<file path="src/rtl/mpa_pkg.sv">
// Package for the mean/mean-square accumulator: widths, limits, state codes.
// No dependencies.
package mpa_pkg;

    localparam int MAX_FRAME_LOG2 = 20;
    localparam int MAG_W   = 16;
    localparam int PROD_W  = 2 * MAG_W;
    localparam int COUNT_W = 21;
    localparam int SUM_W   = 36;
    localparam int SQ_W    = 52;
    localparam int MS_W    = 32;
    localparam int STEP_W  = $clog2(SQ_W);

    localparam logic [COUNT_W-1:0] FRAME_LIMIT = COUNT_W'(1) << MAX_FRAME_LOG2;
    localparam logic [STEP_W-1:0]  LAST_STEP   = STEP_W'(SQ_W - 1);

    typedef enum logic [5:0] {
        ST_IDLE    = 6'b000001,
        ST_MUL     = 6'b000010,
        ST_ACC     = 6'b000100,
        ST_DIV_SUM = 6'b001000,
        ST_DIV_SQ  = 6'b010000,
        ST_FIN     = 6'b100000
    } t_state;

endpackage

</file>
<file path="src/rtl/mean_power_accumulator_unit.sv">
// Mean and mean-square magnitude accumulator. A sample transaction runs the block
// through square and accumulate back to idle; a new sample is taken only in idle.
// A frame_end sample then runs 2 x 52 steps on the shared shift-subtract divider and
// a final state loads the output register; the block returns to idle and takes the
// next sample only once that register is free, later while the result is not taken.
// Reset (i_rst_n low, synchronous) clears the sequencer, accumulators, out valid.
module mean_power_accumulator_unit (
    input  logic                         i_clk,
    input  logic                         i_rst_n,
    // sample channel
    input  logic                         i_in_valid,
    output logic                         o_in_ready,
    input  logic [mpa_pkg::MAG_W-1:0]    i_magnitude,
    input  logic                         i_frame_end,
    // result channel
    output logic                         o_out_valid,
    input  logic                         i_out_ready,
    output logic [mpa_pkg::MAG_W-1:0]    o_mean_magnitude,
    output logic [mpa_pkg::MS_W-1:0]     o_mean_square,
    output logic [mpa_pkg::COUNT_W-1:0]  o_sample_count,
    output logic                         o_overflowed
);

    // sequencer
    mpa_pkg::t_state r_state, n_state;

    // captured sample and its square
    logic [mpa_pkg::MAG_W-1:0]   r_mag;
    logic                        r_last;
    logic [mpa_pkg::PROD_W-1:0]  r_prod;

    // frame accumulators
    logic [mpa_pkg::COUNT_W-1:0] r_count, n_count;
    logic [mpa_pkg::SUM_W-1:0]   r_sum, n_sum;
    logic [mpa_pkg::SQ_W-1:0]    r_sq, n_sq;
    logic                        r_ovf, n_ovf;

    // shared divider: quotient shifts in where the dividend shifts out
    logic [mpa_pkg::SQ_W-1:0]    r_quo, n_quo;
    logic [mpa_pkg::COUNT_W-1:0] r_rem, n_rem;
    logic [mpa_pkg::STEP_W-1:0]  r_step;
    logic [mpa_pkg::COUNT_W:0]   w_trial;
    logic                        w_ge;

    // held quotients until the output register is free
    logic [mpa_pkg::MAG_W-1:0]   r_mean_hold;
    logic [mpa_pkg::MS_W-1:0]    r_ms_hold;

    // output register
    logic                        r_out_valid;
    logic [mpa_pkg::MAG_W-1:0]   r_mean;
    logic [mpa_pkg::MS_W-1:0]    r_ms;
    logic [mpa_pkg::COUNT_W-1:0] r_out_count;
    logic                        r_out_ovf;

    logic w_in_take;
    logic w_out_free;

    assign o_in_ready  = (r_state == mpa_pkg::ST_IDLE);
    assign w_in_take   = i_in_valid && o_in_ready;
    assign w_out_free  = !r_out_valid || i_out_ready;

    // one restoring step: bring down the next dividend bit, subtract if it fits
    assign w_trial = {r_rem, r_quo[mpa_pkg::SQ_W-1]};
    assign w_ge    = (w_trial >= {1'b0, r_count});
    assign n_rem   = w_ge ? mpa_pkg::COUNT_W'(w_trial - {1'b0, r_count})
                          : w_trial[mpa_pkg::COUNT_W-1:0];
    assign n_quo   = {r_quo[mpa_pkg::SQ_W-2:0], w_ge};

    // accumulate step; a sample beyond the frame limit only flags overflow
    always_comb begin
        n_count = r_count;
        n_sum   = r_sum;
        n_sq    = r_sq;
        n_ovf   = r_ovf;
        if (r_count < mpa_pkg::FRAME_LIMIT) begin
            n_count = r_count + 1'b1;
            n_sum   = r_sum + mpa_pkg::SUM_W'(r_mag);
            n_sq    = r_sq + mpa_pkg::SQ_W'(r_prod);
        end else begin
            n_ovf   = 1'b1;
        end
    end

    always_comb begin
        n_state = r_state;
        unique case (r_state)
            mpa_pkg::ST_IDLE:    if (i_in_valid) n_state = mpa_pkg::ST_MUL;
            mpa_pkg::ST_MUL:     n_state = mpa_pkg::ST_ACC;
            mpa_pkg::ST_ACC:     n_state = r_last ? mpa_pkg::ST_DIV_SUM : mpa_pkg::ST_IDLE;
            mpa_pkg::ST_DIV_SUM: if (r_step == mpa_pkg::LAST_STEP) n_state = mpa_pkg::ST_DIV_SQ;
            mpa_pkg::ST_DIV_SQ:  if (r_step == mpa_pkg::LAST_STEP) n_state = mpa_pkg::ST_FIN;
            mpa_pkg::ST_FIN:     if (w_out_free) n_state = mpa_pkg::ST_IDLE;
            default:             n_state = mpa_pkg::ST_IDLE;
        endcase
    end

    always_ff @(posedge i_clk) begin
        if (!i_rst_n) begin
            r_state     <= mpa_pkg::ST_IDLE;
            r_count     <= '0;
            r_sum       <= '0;
            r_sq        <= '0;
            r_ovf       <= 1'b0;
            r_out_valid <= 1'b0;
        end else begin
            r_state <= n_state;

            // taken result frees the register unless a new one lands this cycle
            if (r_out_valid && i_out_ready && !(r_state == mpa_pkg::ST_FIN && w_out_free)) begin
                r_out_valid <= 1'b0;
            end

            if (r_state == mpa_pkg::ST_ACC) begin
                r_count <= n_count;
                r_sum   <= n_sum;
                r_sq    <= n_sq;
                r_ovf   <= n_ovf;
            end

            // publish the result and start a fresh frame
            if (r_state == mpa_pkg::ST_FIN && w_out_free) begin
                r_out_valid <= 1'b1;
                r_count     <= '0;
                r_sum       <= '0;
                r_sq        <= '0;
                r_ovf       <= 1'b0;
            end
        end
    end

    // datapath, no reset needed
    always_ff @(posedge i_clk) begin
        if (w_in_take) begin
            r_mag  <= i_magnitude;
            r_last <= i_frame_end;
        end

        if (r_state == mpa_pkg::ST_MUL) begin
            r_prod <= mpa_pkg::PROD_W'(r_mag) * mpa_pkg::PROD_W'(r_mag);
        end

        unique case (r_state)
            mpa_pkg::ST_ACC: begin
                // load the sum as dividend (count already includes this sample)
                r_quo  <= mpa_pkg::SQ_W'(n_sum);
                r_rem  <= '0;
                r_step <= '0;
            end
            mpa_pkg::ST_DIV_SUM: begin
                if (r_step == mpa_pkg::LAST_STEP) begin
                    r_mean_hold <= n_quo[mpa_pkg::MAG_W-1:0];
                    r_quo       <= r_sq;
                    r_rem       <= '0;
                    r_step      <= '0;
                end else begin
                    r_quo  <= n_quo;
                    r_rem  <= n_rem;
                    r_step <= r_step + 1'b1;
                end
            end
            mpa_pkg::ST_DIV_SQ: begin
                r_quo  <= n_quo;
                r_rem  <= n_rem;
                r_step <= r_step + 1'b1;
                if (r_step == mpa_pkg::LAST_STEP) begin
                    r_ms_hold <= n_quo[mpa_pkg::MS_W-1:0];
                end
            end
            default: begin
            end
        endcase

        if (r_state == mpa_pkg::ST_FIN && w_out_free) begin
            r_mean      <= r_mean_hold;
            r_ms        <= r_ms_hold;
            r_out_count <= r_count;
            r_out_ovf   <= r_ovf;
        end
    end

    assign o_out_valid      = r_out_valid;
    assign o_mean_magnitude = r_mean;
    assign o_mean_square    = r_ms;
    assign o_sample_count   = r_out_count;
    assign o_overflowed     = r_out_ovf;

endmodule

</file>
<file path="config.mk">
export PLATFORM = sky130hd
export DESIGN_NAME = mean_power_accumulator_unit
export DESIGN_NICKNAME = d
export VERILOG_FILES = /design/src/rtl/mpa_pkg.sv /design/src/rtl/mean_power_accumulator_unit.sv
export SDC_FILE = /design/constraint.sdc
export NUM_CORES = 1
export LEC_CHECK = 0
export BUFFER_PORTS_ARGS = -buffer_cell sky130_fd_sc_hd__buf_2
export CORE_MARGIN = 4
export CORE_UTILIZATION = 35
export DETAILED_ROUTE_END_ITERATION = 7
export PLACE_DENSITY_LB_ADDON = 0.12
export SYNTH_ARGS = -nofsm -noshare
export SYNTH_HDL_FRONTEND = slang
export SYNTH_SLANG_ARGS = --single-unit
</file>
<file path="constraint.sdc">
create_clock -name i_clk -period 7.5 [get_ports i_clk]
set_input_delay 0.75 -clock i_clk [delete_from_list [all_inputs] [get_ports i_clk]]
set_output_delay 0.75 -clock i_clk [all_outputs]
set_load 0.01 [all_outputs]
</file>
==> results of run 1 <==
==> final timing paths <==
check / startpoint / to / slack [ns]
min: i_magnitude[6] / r_mag[6] / 0.37
max: r_mag[6] / r_prod[30] / 0.50
min reg2reg: r_mean_hold[9] / o_mean_magnitude[9] / 0.41
max reg2reg: r_mag[6] / r_prod[30] / 0.50
==> cells in the mapped netlist, types with 5 or more instances <==
| library cell | number | area share, % |
|---|---|---|
| nor2_1 | 174 | 2.7 |
| a32o_1 | 5 | 0.20 |
| o21bai_1 | 8 | 0.24 |
| a31oi_1 | 11 | 0.28 |
| edfxtp_1 | 245 | 30 |
| inv_1 | 325 | 5.0 |
| and2_1 | 61 | 1.6 |
| a22oi_1 | 16 | 0.49 |
| dfxtp_1 | 117 | 9.5 |
| a221o_1 | 5 | 0.20 |
| mux2i_1 | 26 | 1.1 |
| fa_1 | 166 | 14 |
| a21oi_1 | 142 | 2.9 |
| a21boi_0 | 7 | 0.21 |
| or3_1 | 19 | 0.48 |
| or2_2 | 5 | 0.13 |
| and3_1 | 26 | 0.66 |
| o21a_1 | 17 | 0.52 |
| buf_1 | 5 | 0.076 |
| xor2_1 | 33 | 1.2 |
| nor3_1 | 31 | 0.63 |
| o211ai_1 | 9 | 0.28 |
| a211oi_1 | 23 | 0.70 |
| nand4_1 | 15 | 0.38 |
| clkbuf_1 | 76 | 1.2 |
| a21o_1 | 52 | 1.6 |
| xnor2_1 | 117 | 4.2 |
| nand3b_1 | 6 | 0.18 |
| o22ai_1 | 5 | 0.13 |
| nor2b_1 | 15 | 0.38 |
| nand2_1 | 205 | 3.1 |
| ha_1 | 174 | 8.9 |
| o31ai_1 | 5 | 0.15 |
| o21ai_0 | 75 | 1.5 |
| nand2b_1 | 15 | 0.38 |
| a221oi_1 | 16 | 0.57 |
| a22o_1 | 17 | 0.61 |
| nor4_1 | 25 | 0.64 |
| nand3_1 | 45 | 0.92 |
==> critical path, stage by stage, from the launching register on <==
cell      delay (ns)
edfxtp_1        0.92
nand2_1         0.15
fa_1            0.56
inv_1           0.07
fa_1            0.47
fa_1            0.52
fa_1            0.51
fa_1            0.55
inv_1           0.06
fa_1            0.52
inv_1           0.04
ha_1            0.36
o21a_1          0.21
o21a_1          0.16
o21a_1          0.19
a21o_1          0.17
a221oi_1        0.38
o21ai_0         0.27
a221o_1         0.34
a21oi_1         0.18
xnor2_1         0.10
==> power by group <==
group          switching (mW)  internal (mW)  total (mW)
clock network           0.839           1.16        2.00
logic                    3.85           2.73        6.58
registers              0.0565           2.51        2.56
total                    4.75           6.40        11.1
==> area by class of cell <==
class	instances	share of cell area [%]
Sequential cell	362	35.3
Multi-Input combinational cell	1638	48.6
Tap cell	931	4.24
Inverter	326	4.46
Clock inverter	20	0.610
Clock buffer	55	4.23
Timing Repair Buffer	123	2.52
==> state kept, by name, summed over array words and instances, names as in the netlist <==
| register | flops |
|---|---|
| r_mean_hold | 16 |
| o_mean_square | 32 |
| r_step | 6 |
| o_sample_count | 21 |
| r_mag | 16 |
| r_prod | 31 |
| o_overflowed | 1 |
| r_state | 6 |
| r_sq | 52 |
| o_out_valid | 1 |
| r_sum | 36 |
| r_ms_hold | 32 |
| r_ovf | 1 |
| r_quo | 52 |
| r_rem | 21 |
| r_count | 21 |
| o_mean_magnitude | 16 |
| r_last | 1 |
==> cell families (layout without fill, tap and decap cells) <==
logic type / after synthesis / in the layout / synth area share (%)
AOI/OAI and AO/OA: 455 / 455 / 12.2
adders and majority gates: 340 / 340 / 22.4
muxes: 27 / 27 / 1.11
DFF: 362 / 362 / 39.5
and+or+nand+nor: 666 / 666 / 13.1
xor gates and xnor gates: 150 / 150 / 5.35
buffers and inverters: 411 / 524 / 6.33
==> routing by layer <==
metal  GRT usage [%]  vias up  wire [um]  part of all wire [%]
met5               0        -         12                 0.020
met4            3.92        2       1240                   2.0
met3            1.98       81       2030                   3.3
met2            27.8      263      28800                    47
met1            23.2     8542      29400                    48
li1                -     8455          -                     -
==> stage by stage <==
stage,hold slack [ns],instance area (um2)
2_1_floorplan,0.400,24500
3_3_place_gp,0.400,26100
3_5_place_dp,0.405,26100
4_1_cts,0.326,27500
5_1_grt,0.335,27500
6_report,0.372,27500
==> out/results.tsv, run 1 <==
metric	value	unit
post-CTS sizing	0	
Yosys reg bits	362	
IO Count	93	
DRC Markers	0	
most common cell after layout, fill and taps aside	inv_1	
first-pass GRT wire length	99500	um
Die H	273	um
GRT overflow	0	
total chip power	11.1	mW
CTS Sinks	362	
die area	74400	um2
Layout area overhead	11.9	%
Tmin final	7.00	ns
Buffers on Ports	92	
LEAKAGE	11.5	nW
max cap viols	0	
Post-CTS Hold Buffers	0	
worst hold path depth	1	
final setup fails	0	
share of layout cells above drive strength 1	8.44	%
First-pass DRT Iterations	5	
total number of H-tree levels	2	
WL/cell	17.8	um
Hold Path Class	in2reg	
Finished Layout Cells	3455	
Setup Skew	0.0160	ns
ys async rst share	0	%
Crit Path Category	reg2reg	
TritonCTS Buffers	41	
Critical Path AT	7.30	ns
Via density	5.02	
First DRT Iteration DRCs	1086	
Post-synth EDFFs	245	
Worst-path clk slew	0.06	ns
Post-Synthesis Cells	2411	
Fin. Hold Viols	0	
Synth Area per Inst	10.2	um2
Root Buffer	clkbuf_16	
Vias	17300	
outcome	completed	
Yosys cell types	78	
Power Density	406	nW/um2
Max transition margin	11.7	%
max-slew violations	0	
clock tree buffer depth	3	
CTS tree	yes	
crit path max fanout	17	
GR Util All Layers	16.6	%
Startpoint Class	flip-flop	
Net Count, Synth	2772	
chip width	273	um
Final WS setup	0.503	ns
Fillers	6690	
Reg2Reg Depth	20	
setup tns final	0	ns
Setup Buffers After CTS	0	
required time worst endpoint	7.80	ns
most frequent cells in the layout	inv_1, edfxtp_1, nand2_1, ha_1, nor2_1	
antenna-violating nets left	0	
DP HPWL	45100	um
Setup crit end kind	flip-flop	
Placer Congestion	0.804	
crit share post-route	93.3	%
Final Util	39.8	%
number of global-route vias before repair	17800	
multi-input logic area	13400	um2
DP Worst Slack	0.502	ns
area of the core	69100	um2
routed wire length	61500	um
Nets	2853	
clock insertion delay at the later pin of the skew report	0.56	ns
largest net degree at the start of global routing	77	
ys flop type	edfxtp_1	
Syn Std Cell Area	24500	um2
initial antenna violation count	1	
warnings from Yosys	0	
worst slew pin tran	1.29	ns
Seq. cell area	9700	um2
Initial Util	35.5	%
sequential area share after synthesis	39.5	%
Post-Place Cells	3380	
Rows	96	
Worst IR Drop VDD	0.638	mV
Fmax	0.143	GHz
Antenna diodes	0	
unrepaired setup endpoints after global routing	false	
No activity file was read; power rests on OpenSTA's default activity.
==> inputs of run 2 (changes only) <==
--- a/config.mk
+++ b/config.mk
@@ -5,6 +5,7 @@
 export SDC_FILE = /design/constraint.sdc
 export NUM_CORES = 1
 export LEC_CHECK = 0
+export ABC_AREA = 1
 export BUFFER_PORTS_ARGS = -buffer_cell sky130_fd_sc_hd__buf_2
 export CORE_MARGIN = 4
 export CORE_UTILIZATION = 35
==> run 2 against run 1 <==
Net effect: flip-flop and latch count unchanged; via count up 25%; synthesized cell count up 40%; highest routed layer is now met4.
==> out/results.tsv, run 2 <==
metric	value	unit	change
Antenna diodes	0		unchanged
Die H	286	um	was 273 um
Net Count, Synth	3748		was 2,772
top-count cell post-synth	nand2_1		was inv_1
IO Count	93		unchanged
die area	82000	um2	was 74,400 um2
Hold Crit Start	i_magnitude[0]		was i_magnitude[6]
CTS tree	yes		unchanged
RR Startpoint	r_mag[4]		was r_mag[6]
largest net degree at the start of global routing	55		was 77
DRC Markers	0		unchanged
final setup fails	0		unchanged
crit path max fanout	18		was 17
Rows	101		was 96
WL/cell	17.4	um	was 17.8 um
total number of H-tree levels	2		unchanged
Hold Path End	r_mag[0]		was r_mag[6]
post-synthesis simple-gate area fraction	21.3	%	was 13.1%
most common cell after layout, fill and taps aside	nand2_1		was inv_1
share of layout cells above drive strength 1	6.33	%	was 8.44%
Setup crit end kind	flip-flop		unchanged
GR Util All Layers	19.1	%	was 16.6%
Yosys cell types	53		was 78
DP HPWL	61800	um	was 45,100 um
Placer Congestion	0.924		was 0.804
Nets	3815		was 2,853
Crit Path Category	reg2reg		unchanged
required time worst endpoint	7.81	ns	was 7.80 ns
clock insertion delay at the later pin of the skew report	0.59	ns	was 0.56 ns
largest family of logic cells by synthesized area	simple AND/OR/NAND/NOR gates		was adder cells
TritonCTS Buffers	43		was 41
setup tns final	0	ns	unchanged
Max transition margin	16.9	%	was 11.7%
Setup Skew	0.0346	ns	was 0.0160 ns
Root Buffer	clkbuf_16		unchanged
Startpoint Class	flip-flop		unchanged
Hold Path Class	in2reg		unchanged
mux cell area share after synthesis	0.0415	%	was 1.11%
Via density	4.78		was 5.02
CTS Sinks	362		unchanged
Critical Path AT	6.54	ns	was 7.30 ns
unrepaired setup endpoints after global routing	false		unchanged
top cells by count, synth	nand2_1, inv_1, nor2_1		was inv_1, edfxtp_1, nand2_1
most frequent cells in the layout	nand2_1, inv_1, nor2_1, edfxtp_1, a21oi_1		was inv_1, edfxtp_1, nand2_1, ha_1, nor2_1
top area cells in the synthesized netlist	edfxtp_1, fa_1, nand2_1		was edfxtp_1, fa_1, dfxtp_1
max cap viols	0		unchanged
Initial Util	35.5	%	about the same
outcome	completed		unchanged
largest area contributor in the netlist	edfxtp_1		unchanged
ys flop type	edfxtp_1		unchanged
routed wire length	78400	um	was 61,500 um
Synth top area share	27.1	%	was 30.0%
r2r setup slk	1.27	ns	was 0.50 ns
sequential area share after synthesis	35.8	%	was 39.5%
first-pass GRT wire length	123000	um	was 99,500 um
ys async rst share	0	%	unchanged
Synth Area per Inst	8.01	um2	was 10.2 um2
number of global-route vias before repair	21600		was 17,800
worst slew pin tran	1.23	ns	was 1.29 ns
GRT overflow	0		unchanged
Adder-Cell Fraction of Synth Area	20.3	%	was 22.4%
Syn Std Cell Area	27100	um2	was 24,500 um2
complex-gate fraction of the synthesized area	9.16	%	was 12.2%
post-CTS sizing	0		unchanged
Yosys reg bits	362		unchanged
clock tree buffer depth	3		unchanged
antenna-violating nets left	0		unchanged
initial antenna violation count	0		was 1
Fin. Hold Viols	0		unchanged
Setup Buffers After CTS	0		unchanged
Layout area overhead	10.7	%	was 11.9%
Synth Area in XOR/XNOR	2.74	%	was 5.35%
Largest regs	r_quo x52, r_sq x52, r_sum x36		unchanged
Buffers on Ports	92		unchanged
Tmin final	6.23	ns	was 7.00 ns
Worst-path clk slew	0.06	ns	about the same
Fillers	8070		was 6,690
First-pass DRT Iterations	7		was 5
area of the core	76300	um2	was 69,100 um2
Post-CTS Hold Buffers	0		unchanged
chip width	286	um	was 273 um
Post-Synthesis Cells	3387		was 2,411
Fmax	0.160	GHz	was 0.143 GHz
RR Endpoint	r_prod[27]		was r_prod[30]
Reg2Reg Depth	17		was 20
crit share post-route	83.1	%	was 93.3%
Vias	21600		was 17,300
warnings from Yosys	0		unchanged
max-slew violations	0		unchanged
Post-synth EDFFs	245		unchanged
worst hold path depth	1		unchanged
First DRT Iteration DRCs	1254		was 1,086
run 2: cell types whose count changed in the layout (fill, tap and decap cells not counted), sizes merged, moves of 31 or more:
cell | before | now
a21o | 52 | 8
nand2 | 205 | 806
xor2 | 33 | 64
nand3 | 45 | 167
nor2 | 176 | 289
a21oi | 142 | 200
and2 | 62 | 4
inv | 326 | 677
o21ai | 78 | 188
xnor2 | 117 | 21
run 2: kinds of logic after synthesis:
| logic type | count (synthesis) |
|---|---|
| muxes | 1 |
| xor gates and xnor gates | 85 |
| buffers and inverters | 762 |
| AOI/OAI and AO/OA | 457 |
| and+or+nand+nor | 1380 |
| DFF | 362 |
| adders and majority gates | 340 |
run 2: final cells by class:
type	instances	area, um2	share of cell area (%)
multi-input cells	2263	14500	48.4
flip-flops and latches	362	9700	32.3
inverters	674	2530	8.43
well taps	1030	1290	4.29
clock buffers	52	1130	3.77
repair buffers	110	596	1.98
clock inverters	28	239	0.796
run 2: how the worst max path moves through the flow:
stage / startpoint / to / slack, ns
after floorplan: r_mag[4] / r_prod[27] / 1.75
after global placement: r_mag[12] / r_prod[27] / 1.42
after detailed placement: r_mag[12] / r_prod[27] / 1.30
after CTS: r_mag[12] / r_prod[27] / 1.27
after global routing: r_mag[4] / r_prod[27] / 0.94
final: r_mag[4] / r_prod[27] / 1.27
run 2: layer usage:
metal	up-vias	routed length [um]	part of all wire (%)	GRT usage, %
met5	-	0	0	0
met4	0	1150	1.5	3.56
met3	69	3030	3.9	1.78
met2	408	36500	47	32.3
met1	10200	37800	48	27.0
li1	10900	-	-	-
run 2: per-stage QoR:
stage	hold slack [ns]	area (um2)	cells	utilization, %	worst slack, ns
6_report	0.346	30000	4519	39.3	1.27
2_1_floorplan	0.400	27100	3387	-	1.75
3_5_place_dp	0.405	28600	4439	37.5	1.30
3_3_place_gp	0.402	28600	4439	37.5	1.42
5_1_grt	0.319	30000	4519	39.3	0.935
4_1_cts	0.311	30000	4519	39.3	1.27
run 2: critical path, cell delays in order (launching register included):
cell	delay, ns
edfxtp_1	0.94
nand2_1	0.22
inv_1	0.14
fa_1	0.45
fa_1	0.52
fa_1	0.52
fa_1	0.53
fa_1	0.54
inv_1	0.05
fa_1	0.52
inv_1	0.04
ha_1	0.36
a21oi_1	0.23
a21boi_0	0.28
o21ai_0	0.14
a21oi_1	0.22
o21ai_0	0.13
xor2_1	0.15
Power of run 2 is not shown: default switching activity piles up to over one toggle a cycle in this logic, so the estimate is an artifact.
